==> config.mk <==
export PLATFORM = sky130hd
export DESIGN_NAME = swm_cell
export DESIGN_NICKNAME = d
export VERILOG_FILES = /design/src/rtl/core/swm_pkg.sv /design/src/rtl/core/swm_cell.sv
export SDC_FILE = /design/constraint.sdc
export NUM_CORES = 1
export LEC_CHECK = 0
export BUFFER_PORTS_ARGS = -buffer_cell sky130_fd_sc_hd__buf_4
export CAP_MARGIN = 20
export CORE_MARGIN = 5
export CORE_UTILIZATION = 35
export DETAILED_ROUTE_END_ITERATION = 16
export HOLD_SLACK_MARGIN = 0.05
export PLACE_DENSITY = 0.7
export SKIP_CTS_REPAIR_TIMING = 1
export SYNTH_ARGS = -nofsm -noshare
export SYNTH_HDL_FRONTEND = slang
export SYNTH_SLANG_ARGS = --single-unit
==> constraint.sdc <==
create_clock -name clk -period 6.75 [get_ports clk]
set_clock_uncertainty 0.2 [all_clocks]
set_input_delay 1.0125 -clock clk [delete_from_list [all_inputs] [get_ports clk]]
set_output_delay 1.0125 -clock clk [all_outputs]
set_load 0.05 [all_outputs]
==> src/rtl/core/swm_pkg.sv <==
package swm_pkg;

  // width of the window size register
  localparam int CfgWidth = 6;

  // window size after reset
  localparam logic [CfgWidth-1:0] WindowReset = 6'd3;

  // per-cycle command shared by every cell of the sorted chain
  typedef struct packed {
    logic item;   // a sample transfer happens this cycle
    logic first;  // the sample starts a new sequence
    logic purge;  // remove the first entry older than the window
  } cell_ctrl_t;

endpackage

==> src/rtl/core/swm_cell.sv <==
module swm_cell #(
  parameter int SW = 32,
  parameter int AW = 5,
  parameter int WW = 6
) (
  input  logic                 clk,
  input  logic                 rst_n,
  input  swm_pkg::cell_ctrl_t  ctrl,
  input  logic [WW-1:0]        wsize,
  input  logic signed [SW-1:0] key,
  // removal ripple from the left
  input  logic                 prefix_in,
  output logic                 prefix_out,
  // stored entry of the right neighbor
  input  logic                 right_valid,
  input  logic [AW-1:0]        right_age,
  input  logic signed [SW-1:0] right_value,
  // compacted entry of the left neighbor
  input  logic                 left_valid,
  input  logic [AW-1:0]        left_age,
  input  logic signed [SW-1:0] left_value,
  input  logic                 left_gt,
  // compacted entry handed to the right neighbor
  output logic                 c_valid,
  output logic [AW-1:0]        c_age,
  output logic signed [SW-1:0] c_value,
  output logic                 c_gt,
  // stored entry
  output logic                 ent_valid,
  output logic [AW-1:0]        ent_age,
  output logic signed [SW-1:0] ent_value,
  output logic                 stale
);

  logic                 valid_r, valid_nxt;
  logic [AW-1:0]        age_r, age_nxt;
  logic signed [SW-1:0] value_r, value_nxt;
  logic                 cand;
  logic                 shift;
  logic                 src_valid;
  logic [AW-1:0]        src_age;
  logic signed [SW-1:0] src_value;

  // entry older than the window, left over from a window shrink
  assign stale = valid_r && (WW'(age_r) >= wsize);

  // this entry leaves the window
  always_comb begin
    cand = 1'b0;
    if (ctrl.item) begin
      cand = valid_r && ((WW'(age_r) + WW'(1)) >= wsize);
    end else if (ctrl.purge) begin
      cand = stale;
    end
  end

  // once a removal is seen at or left of here, take the right neighbor
  assign shift      = prefix_in | cand;
  assign prefix_out = shift;

  assign src_valid = shift ? right_valid : valid_r;
  assign src_age   = shift ? right_age   : age_r;
  assign src_value = shift ? right_value : value_r;

  // compacted and aged entry
  assign c_valid = src_valid && !(ctrl.item && ctrl.first);
  assign c_age   = ctrl.item ? (src_age + AW'(1)) : src_age;
  assign c_value = src_value;
  assign c_gt    = !c_valid || (c_value > key);

  // insertion: entries above the key move one place right
  always_comb begin
    valid_nxt = c_valid;
    age_nxt   = c_age;
    value_nxt = c_value;
    if (ctrl.item && c_gt) begin
      if (left_gt) begin
        valid_nxt = left_valid;
        age_nxt   = left_age;
        value_nxt = left_value;
      end else begin
        valid_nxt = 1'b1;
        age_nxt   = '0;
        value_nxt = key;
      end
    end
  end

  // valid bit
  always_ff @(posedge clk) begin
    if (!rst_n) begin
      valid_r <= 1'b0;
    end else begin
      valid_r <= valid_nxt;
    end
  end

  // entry payload
  always_ff @(posedge clk) begin
    age_r   <= age_nxt;
    value_r <= value_nxt;
  end

  assign ent_valid = valid_r;
  assign ent_age   = age_r;
  assign ent_value = value_r;

endmodule

==> flow_summary_export.csv, run 1 <==
group,metric,value,unit
run_status,outcome,"finished, final reports clean",
final_layout,ff_latch_area,761,um2
placement,dpl.hpwl,9110,um
power,p_total,2.25,mW
cts,clk_pin_slew,80,ps
timing,fin_ws,490,ps
critical_path,crit_arrival,5050,ps
final_layout,num_antenna_cells,0,
worst_hold_path,hp-class,"flip-flop to flip-flop",
cts,clock_insertion_delay_worst_skew,280,ps
synthesis,synth.avg_cell_area,9.20,um2
global_route,antenna_found_initial,0,
final_layout,fill_cells,915,
timing,setup_violations,0,
placement,io_buffers,199,
floorplan,die_w,110,um
critical_path,path_class,"flip-flop to output pin",
timing,finalHoldViolations,0,
drt,via_per_inst,4.84,
synthesis,ys_ff_latch,38,
drt,drtIter0Drc,129,
floorplan,io_pins,200,
synthesis,netlist_area,3510,um2
floorplan,die_area,12100,um2
power,switching_share,53.7,%
timing,slew_violations,0,
synthesis,syn_nets,548,
synthesis,yosysMostFrequentCell,"ha_1",
cts,cts_tree,"built",
timing,tightest_slew,607,ps
critical_path,worst_ep_required_time,5540,ps
final_layout,multi_input_area,2460,um2
placement,place.gp.congestion,0.805,
synthesis,synth_commonest_cells,"45 x ha_1, 43 x inv_1, 42 x nand2_1",
cts,cts_buffers,5,
power,p_int,1.04,mW
global_route,grtUsageTotal,17.5,%
critical_path,r2r_setup_slack,1130,ps
synthesis,synth_top_area_share,21.6,%
synthesis,ys_seq_area_share,21.6,%
final_layout,syn2layout_area_growth,47.6,%
timing,slew_headroom,59.6,%
drt,routed_wl,11100,um
power,seq_power_share,16.8,%
placement,placed_area,5080,um2
synthesis,ys_types,39,
floorplan,coreArea,9770,um2
power,switching_power,1.21,mW
placement,place_inst,699,
timing,rsz0062_at_grt,"false",
cts,cts_sinks,38,
timing,fin_hold_ws,460,ps
power,comb_power_share,74.3,%
synthesis,ys.warnings.count,0,
final_layout,nNetsFinal,739,
drt,vias,3417,
synthesis,yosysTopAreaCell,"dfxtp_1",
drt,dr.pass1.iters,4,
cts,htreeDepth,2,
floorplan,start_util,36.0,%
timing,tns,0,ps
global_route,grt_pass1_wl,16700,um
timing,period_share,92.7,%
drt,drc,0,
final_layout,drive_gt1_share,49.9,%
drt,wire_per_inst,15.7,um
floorplan,die_h,110,um
floorplan,rows,36,
power,powerDensity,433,nW/um2
synthesis,synth_area_leaders,"dfxtp_1 22%, ha_1 16%, mux2_2 13%",
critical_path,crit_fanout,38,
power,clkPwrFrac,8.9,%
synthesis,ys_async_sr_fraction,0,%
global_route,grt_max_degree,70,
final_layout,final_core_util,53.1,%
final_layout,finalInstanceArea,5190,um2
placement,place_worst_setup_slack,590,ps
final_layout,fin_cells,706,
critical_path,startpoint_type,"flip-flop",
critical_path,end_kind,"output pin",
power,leakage,2.72,nW
drt,ant_nets,0,
timing,timing.final.crit_period,6260,ps
flow_run,drv_cap,0,
synthesis,synth_edf_count,0,
synthesis,syn-instance-count,382,
synthesis,ys.flop_type,"dfxtp_1",
cts,cts_root_buffer,"clkbuf_8",
global_route,grt_pass1_vias,3513,
global_route,grt_overflow_total,0,
cts,clockBufferDepth,2,
timing,fmax,160,MHz
power,ir_drop,0.264,mV
critical path, stage by stage (launching register included):
cell	delay (ps)
dfxtp_1	460
ha_1	270
nand3_1	110
xnor2_1	150
ha_1	290
a2111o_1	430
o22ai_2	200
a21boi_4	240
buf_12	270
mux2_2	410
ha_1	310
nor2b_1	140
o211ai_1	100
a2111o_1	380
o211ai_1	160
a211oi_2	130
a221oi_2	340
nand2b_2	200
buf_4	190
sequential cells by signal (all words and copies together), names as in the netlist:
register,cells
ent_valid,1
ent_value,32
ent_age,5
placed cells by master, fill, tap and decap left out, drive strengths merged:
master,count
o21ai,38
o211a,1
nand4,12
a21o,2
a2111o,3
nor2b,4
nor2,1
ha,45
mux2i,9
and2,7
bufinv,1
a21boi,2
mux2,69
nor3,1
dfxtp,38
nand2b,2
a211oi,2
buf,202
a221oi,2
o22ai,2
xnor2,5
xor2,4
inv,43
nor4,2
a21oi,16
and4,1
o211ai,2
nand2,42
nand3,7
o21a,2
clkbuf,6
power groups by stage:
stage	combinational [mW]	sequential [mW]	clock, mW
after CTS	1.68	0.378	0.211
after global routing	1.77	0.388	0.220
after floorplan	0.935	0.647	0
after global placement	1.65	0.379	0
final	1.67	0.377	0.201
after detailed placement	1.68	0.381	0
area by class of cell:
| class | count | share of cell area (%) |
|---|---|---|
| clock buffers | 6 | 1.59 |
| well taps | 133 | 3.21 |
| multi-input cells | 283 | 47.4 |
| clock inverters | 1 | 0.579 |
| inverters | 43 | 3.11 |
| flip-flops and latches | 38 | 14.7 |
| repair buffers | 202 | 29.5 |
layer usage:
layer / wire length [um] / vias to the layer above / track usage [%]
met4: 129 / 0 / 3.78
met3: 909 / 10 / 3.84
li1: - / 1724 / -
met2: 5480 / 138 / 31.8
met1: 4600 / 1545 / 21.0
met5: 0 / - / 0
path summary, 6_finish.rpt:
check,startpoint,depth (start not counted),to
setup / recovery,ent_age[1],18,c_gt
hold reg to reg,ent_value[0],2,ent_value[0]
setup reg to reg,ent_age[1],19,ent_value[31]
hold / removal,ent_value[0],2,ent_value[0]
cell families (layout without fill, tap and decap cells):
kind of cell / count (synthesis) / in the layout / synth area share [%]
buf+inv: 61 / 252 / 8.65
xor+xnor: 9 / 9 / 2.24
fa+ha+maj: 45 / 45 / 16.0
compound gates: 72 / 72 / 12.8
simple gates: 79 / 79 / 10.9
flops: 38 / 38 / 21.6
mux: 78 / 78 / 27.8
Note: power is estimated with default switching activity, not from simulation.
==> run 2: changes to the inputs <==
--- a/config.mk
+++ b/config.mk
@@ -5,14 +5,16 @@
 export SDC_FILE = /design/constraint.sdc
 export NUM_CORES = 1
 export LEC_CHECK = 0
+export ABC_AREA = 1
 export BUFFER_PORTS_ARGS = -buffer_cell sky130_fd_sc_hd__buf_4
 export CAP_MARGIN = 20
 export CORE_MARGIN = 5
 export CORE_UTILIZATION = 35
 export DETAILED_ROUTE_END_ITERATION = 16
 export HOLD_SLACK_MARGIN = 0.05
-export PLACE_DENSITY = 0.7
+export PLACE_DENSITY = 0.69
 export SKIP_CTS_REPAIR_TIMING = 1
+export SLEW_MARGIN = 20
 export SYNTH_ARGS = -nofsm -noshare
 export SYNTH_HDL_FRONTEND = slang
 export SYNTH_SLANG_ARGS = --single-unit
==> flow_summary_export.csv, run 2 <==
group,metric,value,unit
worst_hold_path,hp-class,"flip-flop to flip-flop",
timing,tns,0,ps
power,ir_drop,0.121,mV
synthesis,syn-instance-count,541,
floorplan,die_h,112,um
drt,drtIter0Drc,162,
cts,cts_buffers,5,
final_layout,fill_cells,1026,
drt,vias,4040,
synthesis,yosysMostFrequentCell,"nand2_1",
global_route,antenna_found_initial,0,
synthesis,ys_async_sr_fraction,0,%
power,switching_power,0.677,mW
critical_path,crit_arrival,4300,ps
power,powerDensity,249,nW/um2
global_route,grt_overflow_total,0,
floorplan,die_w,112,um
timing,rsz0062_at_grt,"false",
timing,fmax,181,MHz
global_route,grt_max_degree,70,
floorplan,start_util,35.6,%
drt,wire_per_inst,14.0,um
placement,dpl.hpwl,9380,um
synthesis,ys_types,30,
flow_run,drv_cap,0,
cts,htreeDepth,2,
synthesis,synth_area_leaders,"dfxtp_1 21%, nand2_1 19%, ha_1 16%",
drt,dr.pass1.iters,5,
power,switching_share,52.1,%
power,comb_power_share,64.7,%
synthesis,netlist_area,3620,um2
timing,timing.final.crit_period,5510,ps
timing,period_share,81.6,%
cts,clockBufferDepth,2,
timing,tightest_slew,632,ps
power,clkPwrFrac,11.8,%
cts,cts_root_buffer,"clkbuf_8",
final_layout,largest_reg_flops,32,
timing,fin_hold_ws,425,ps
floorplan,coreArea,10200,um2
synthesis,syn_nets,707,
synthesis,ys.flop_type,"dfxtp_1",
final_layout,nNetsFinal,890,
power,leakage,3.00,nW
synthesis,synth_commonest_cells,"187 x nand2_1, 70 x inv_1, 45 x ha_1",
synthesis,yosysTopAreaCell,"dfxtp_1",
final_layout,drive_gt1_share,34.7,%
floorplan,io_pins,200,
synthesis,synth_top_area_share,21.0,%
run_status,outcome,"finished, final reports clean",
floorplan,die_area,12500,um2
synthesis,synth.avg_cell_area,6.69,um2
timing,finalHoldViolations,0,
final_layout,num_antenna_cells,0,
critical_path,end_kind,"output pin",
cts,clk_pin_slew,90,ps
critical_path,crit_fanout,42,
synthesis,synth_edf_count,0,
power,p_int,0.621,mW
final_layout,final_cell_mix,"200 x buf_4, 187 x nand2_1, 70 x inv_1",
timing,slew_headroom,57.9,%
synthesis,ys_ff_latch,38,
power,p_total,1.30,mW
drt,drc,0,
timing,setup_violations,0,
cts,cts_sinks,38,
cts,clock_insertion_delay_worst_skew,290,ps
drt,via_per_inst,4.70,
final_layout,syn2layout_area_growth,44.0,%
cts,cts_tree,"built",
critical_path,path_class,"flip-flop to output pin",
global_route,grt_pass1_wl,19800,um
drt,ant_nets,0,
critical_path,startpoint_type,"flip-flop",
critical_path,worst_ep_required_time,5540,ps
placement,io_buffers,199,
power,seq_power_share,23.5,%
drt,routed_wl,12000,um
final_layout,layout_commonest_cell,"buf_4",
synthesis,ys_seq_area_share,21.0,%
floorplan,rows,37,
placement,place.gp.congestion,0.857,
synthesis,ys.warnings.count,0,
global_route,grt_pass1_vias,4138,
global_route,grtUsageTotal,18.8,%
timing,slew_violations,0,
run 2: final timing paths:
kind                      start             to  slack (ps)  cells after the start
setup / recovery     ent_age[1]           c_gt        1240                     24
hold reg to reg   ent_value[18]  ent_value[18]         430                      3
hold / removal    ent_value[18]  ent_value[18]         430                      3
setup reg to reg     ent_age[1]   ent_value[2]        1590                     27
run 2: kinds of logic after synthesis:
group | after synthesis | share of synthesized area [%]
AO/OA/AOI/OAI | 61 | 9.50
XOR/XNOR | 4 | 0.968
adder cells (fa/ha/maj) | 45 | 15.5
buffers and inverters | 95 | 11.7
flip-flops | 38 | 21.0
multiplexers | 31 | 9.64
AND/OR/NAND/NOR | 267 | 31.6
run 2: worst max-delay path, cell delays in order, from the launching register on:
cell and delay, ps:
dfxtp_1 450, ha_1 230, nand3_1 130, xor2_1 150, inv_1 60, ha_1 290, nand2_1 60, nor2_1 40
nand2_1 70, nand3_2 80, a21oi_4 210, nand2_4 370, mux2_2 450, ha_1 350, nand2_1 90, nor2_1 130
nand2_1 90, nor2_1 140, nand2_1 80, nand2_1 60, nand2_1 40, nand2_1 50, nand2_1 100, nand2_4 80
buf_4 200
run 2: final cells by class:
| cell class | instances | area [um2] | share of cell area, % |
|---|---|---|---|
| Timing Repair Buffer | 200 | 1500 | 28.8 |
| Clock inverter | 2 | 10.0 | 0.192 |
| Sequential cell | 38 | 761 | 14.6 |
| Clock buffer | 5 | 68.8 | 1.32 |
| Inverter | 71 | 267 | 5.11 |
| Multi-Input combinational cell | 408 | 2440 | 46.7 |
| Tap cell | 136 | 170 | 3.26 |
run 2: routing by layer:
layer	track usage [%]	wire, um	vias to the layer above
li1	-	-	2092
met1	22.7	5140	1811
met2	34.2	5970	123
met3	4.24	766	14
met4	3.73	145	0
met5	0	0	-
run 2: power by group through the flow:
| stage | Sequential [mW] | Combinational, mW | Clock, mW |
|---|---|---|---|
| after floorplan | 0.462 | 0.432 | 0 |
| after CTS | 0.306 | 0.846 | 0.161 |
| after global placement | 0.309 | 0.834 | 0 |
| after detailed placement | 0.310 | 0.843 | 0 |
| final | 0.305 | 0.839 | 0.153 |
| after global routing | 0.313 | 0.907 | 0.166 |
run 2: stage by stage:
step                      util (%)  area, um2  setup WS (ps)  cells
final                         51.2       5210           1240    860
after global routing          51.2       5210            846    860
after CTS                     51.2       5210           1200    860
after detailed placement      50.4       5130           1270    853
after global placement        50.4       5130           1330    853
after floorplan                  -       3620           1430    541
==> run 3: changes to the inputs <==
--- a/config.mk
+++ b/config.mk
@@ -5,14 +5,14 @@
 export SDC_FILE = /design/constraint.sdc
 export NUM_CORES = 1
 export LEC_CHECK = 0
-export ABC_AREA = 1
+export ABC_AREA = 0
 export BUFFER_PORTS_ARGS = -buffer_cell sky130_fd_sc_hd__buf_4
 export CAP_MARGIN = 20
 export CORE_MARGIN = 5
 export CORE_UTILIZATION = 35
 export DETAILED_ROUTE_END_ITERATION = 16
 export HOLD_SLACK_MARGIN = 0.05
-export PLACE_DENSITY = 0.69
+export PLACE_DENSITY = 0.73
 export SKIP_CTS_REPAIR_TIMING = 1
 export SLEW_MARGIN = 20
 export SYNTH_ARGS = -nofsm -noshare
==> constraint.sdc (replaced) <==
create_clock -name clk -period 5 [get_ports clk]
set_clock_uncertainty 0.2 [all_clocks]
set_input_delay 0.75 -clock clk [delete_from_list [all_inputs] [get_ports clk]]
set_output_delay 0.75 -clock clk [all_outputs]
set_load 0.05 [all_outputs]
==> flow_summary_export.csv, run 3 (same netlist as run 1, synthesis figures left out) <==
group,metric,value,unit
timing,fin_ws,-324,ps
timing,timing.final.crit_period,5320,ps
final_layout,ff_latch_area,773,um2
floorplan,die_area,12100,um2
final_layout,final_core_util,63.3,%
final_layout,largest_reg_flops,32,
cts,cts_root_buffer,"clkbuf_8",
cts,clockBufferDepth,2,
drt,ant_nets,0,
critical_path,r2r_setup_slack,50,ps
final_layout,multi_input_area,2700,um2
critical_path,cp_num_cells,19,
power,powerDensity,566,nW/um2
global_route,grt_pass1_wl,18200,um
critical_path,path_class,"flip-flop to output pin",
worst_hold_path,hp-class,"flip-flop to flip-flop",
global_route,grtUsageTotal,18.9,%
critical_path,startpoint_type,"flip-flop",
final_layout,syn2layout_area_growth,76.1,%
cts,cts_buffers,5,
drt,routed_wl,12700,um
cts,cts_sinks,38,
final_layout,num_antenna_cells,0,
timing,slew_headroom,58.5,%
final_layout,drive_gt1_share,59.0,%
floorplan,die_h,110,um
critical_path,end_kind,"output pin",
critical_path,slowest_delay,430,ps
drt,via_per_inst,4.81,
final_layout,fill_cells,788,
floorplan,io_pins,200,
timing,setup_violations,1,
cts,cts_tree,"built",
final_layout,layout_commonest_cell,"buf_4",
final_layout,final_cell_mix,"263 x buf_4, 51 x mux2_4, 43 x inv_1",
critical_path,cp_top_family,"compound AO/OA/AOI/OAI gates",
worst_hold_path,hold_path_end,"ent_value[0]",
final_layout,nNetsFinal,817,
power,ir_drop,0.358,mV
global_route,grt_pass1_vias,3846,
timing,slew_violations,0,
flow_run,drv_cap,0,
drt,drtIter0Drc,123,
placement,place_worst_setup_slack,-302,ps
critical_path,r2r_end,"ent_value[3]",
critical_path,worstPathCellList,"ha_4 > nand3_2 > xnor2_1 > ha_1 > a2111o_1 > o22ai_2 > a21boi_4 > buf_12 > buf_12 > buf_8 > mux2_4 > ha_4 > nand4_1 > a2111o_1 > o211ai_1 > a211oi_2 > a221oi_2 > nand2b_4 > buf_8",
worst_hold_path,hp-start,"ent_value[0]",
floorplan,rows,36,
drt,wire_per_inst,16.2,um
timing,fmax,188,MHz
placement,dpl.hpwl,9800,um
timing,period_share,106,%
critical_path,crit_fanout,7,
cts,htreeDepth,2,
cts,clk_pin_slew,80,ps
global_route,antenna_found_initial,0,
timing,finalHoldViolations,0,
critical_path,critPathBufInv,4,
critical_path,reg2reg_depth,23,
floorplan,die_w,110,um
drt,vias,3772,
critical_path,slowest_stage,"a2111o_1",
timing,fin_hold_ws,449,ps
power,leakage,3.27,nW
critical_path,crit_arrival,4370,ps
timing,rsz0062_at_grt,"true",
critical_path,worst_ep_required_time,4050,ps
worst_hold_path,hold_depth,2,
run_status,violations,"setup timing",
floorplan,start_util,36.0,%
final_layout,finalInstanceArea,6190,um2
placement,place.gp.congestion,0.888,
run_status,outcome,"complete, but fails checks",
floorplan,coreArea,9770,um2
drt,dr.pass1.iters,4,
placement,io_buffers,199,
drt,drc,0,
cts,clock_insertion_delay_worst_skew,300,ps
placement,placed_area,5630,um2
timing,tightest_slew,623,ps
critical_path,rr_startpoint,"ent_age[0]",
global_route,grt_overflow_total,0,
global_route,grt_max_degree,70,
==> run 3: area by class of cell <==
type	instances	area share, %
Multi-Input combinational cell	283	43.6
Timing Repair Buffer	280	37.2
Sequential cell	38	12.5
Tap cell	133	2.69
Inverter	43	2.61
Clock buffer	6	1.17
Clock inverter	2	0.222
==> run 3: worst max-delay path by stage <==
stage,start,end
2_1_floorplan,ent_age[0],c_gt
3_3_place_gp,wsize[0],c_gt
3_5_place_dp,wsize[0],c_gt
4_1_cts,ent_age[1],c_gt
5_1_grt,ent_age[0],c_gt
6_report,ent_age[0],c_gt
==> run 3: where the power goes <==
| part | switching, mW | internal, mW |
|---|---|---|
| registers | 0.0835 | 0.425 |
| clock network | 0.123 | 0.0987 |
| logic | 1.57 | 1.21 |
==> run 3: per-stage QoR <==
stage | total power, mW | std cells | TNS, ps
4_1_cts | 3.30 | 760 | -472
3_3_place_gp | 3.03 | 752 | -304
6_report | 3.50 | 785 | -324
3_5_place_dp | 3.07 | 752 | -3070
5_1_grt | 3.71 | 785 | -4930
2_1_floorplan | 2.22 | 382 | -88.6
==> run 3: layer usage <==
metal | vias to the layer above | share of wire [%] | track usage [%]
met3 | 23 | 7.8 | 5.01
li1 | 1880 | - | -
met5 | - | 0 | 0
met2 | 141 | 48 | 32.8
met1 | 1728 | 42 | 22.7
met4 | 0 | 2.2 | 5.98
==> run 3: worst min-delay path: stages (launching register included) <==
cell and delay (ps):
dfxtp_1 340, mux2i_1 120, mux2i_1 140
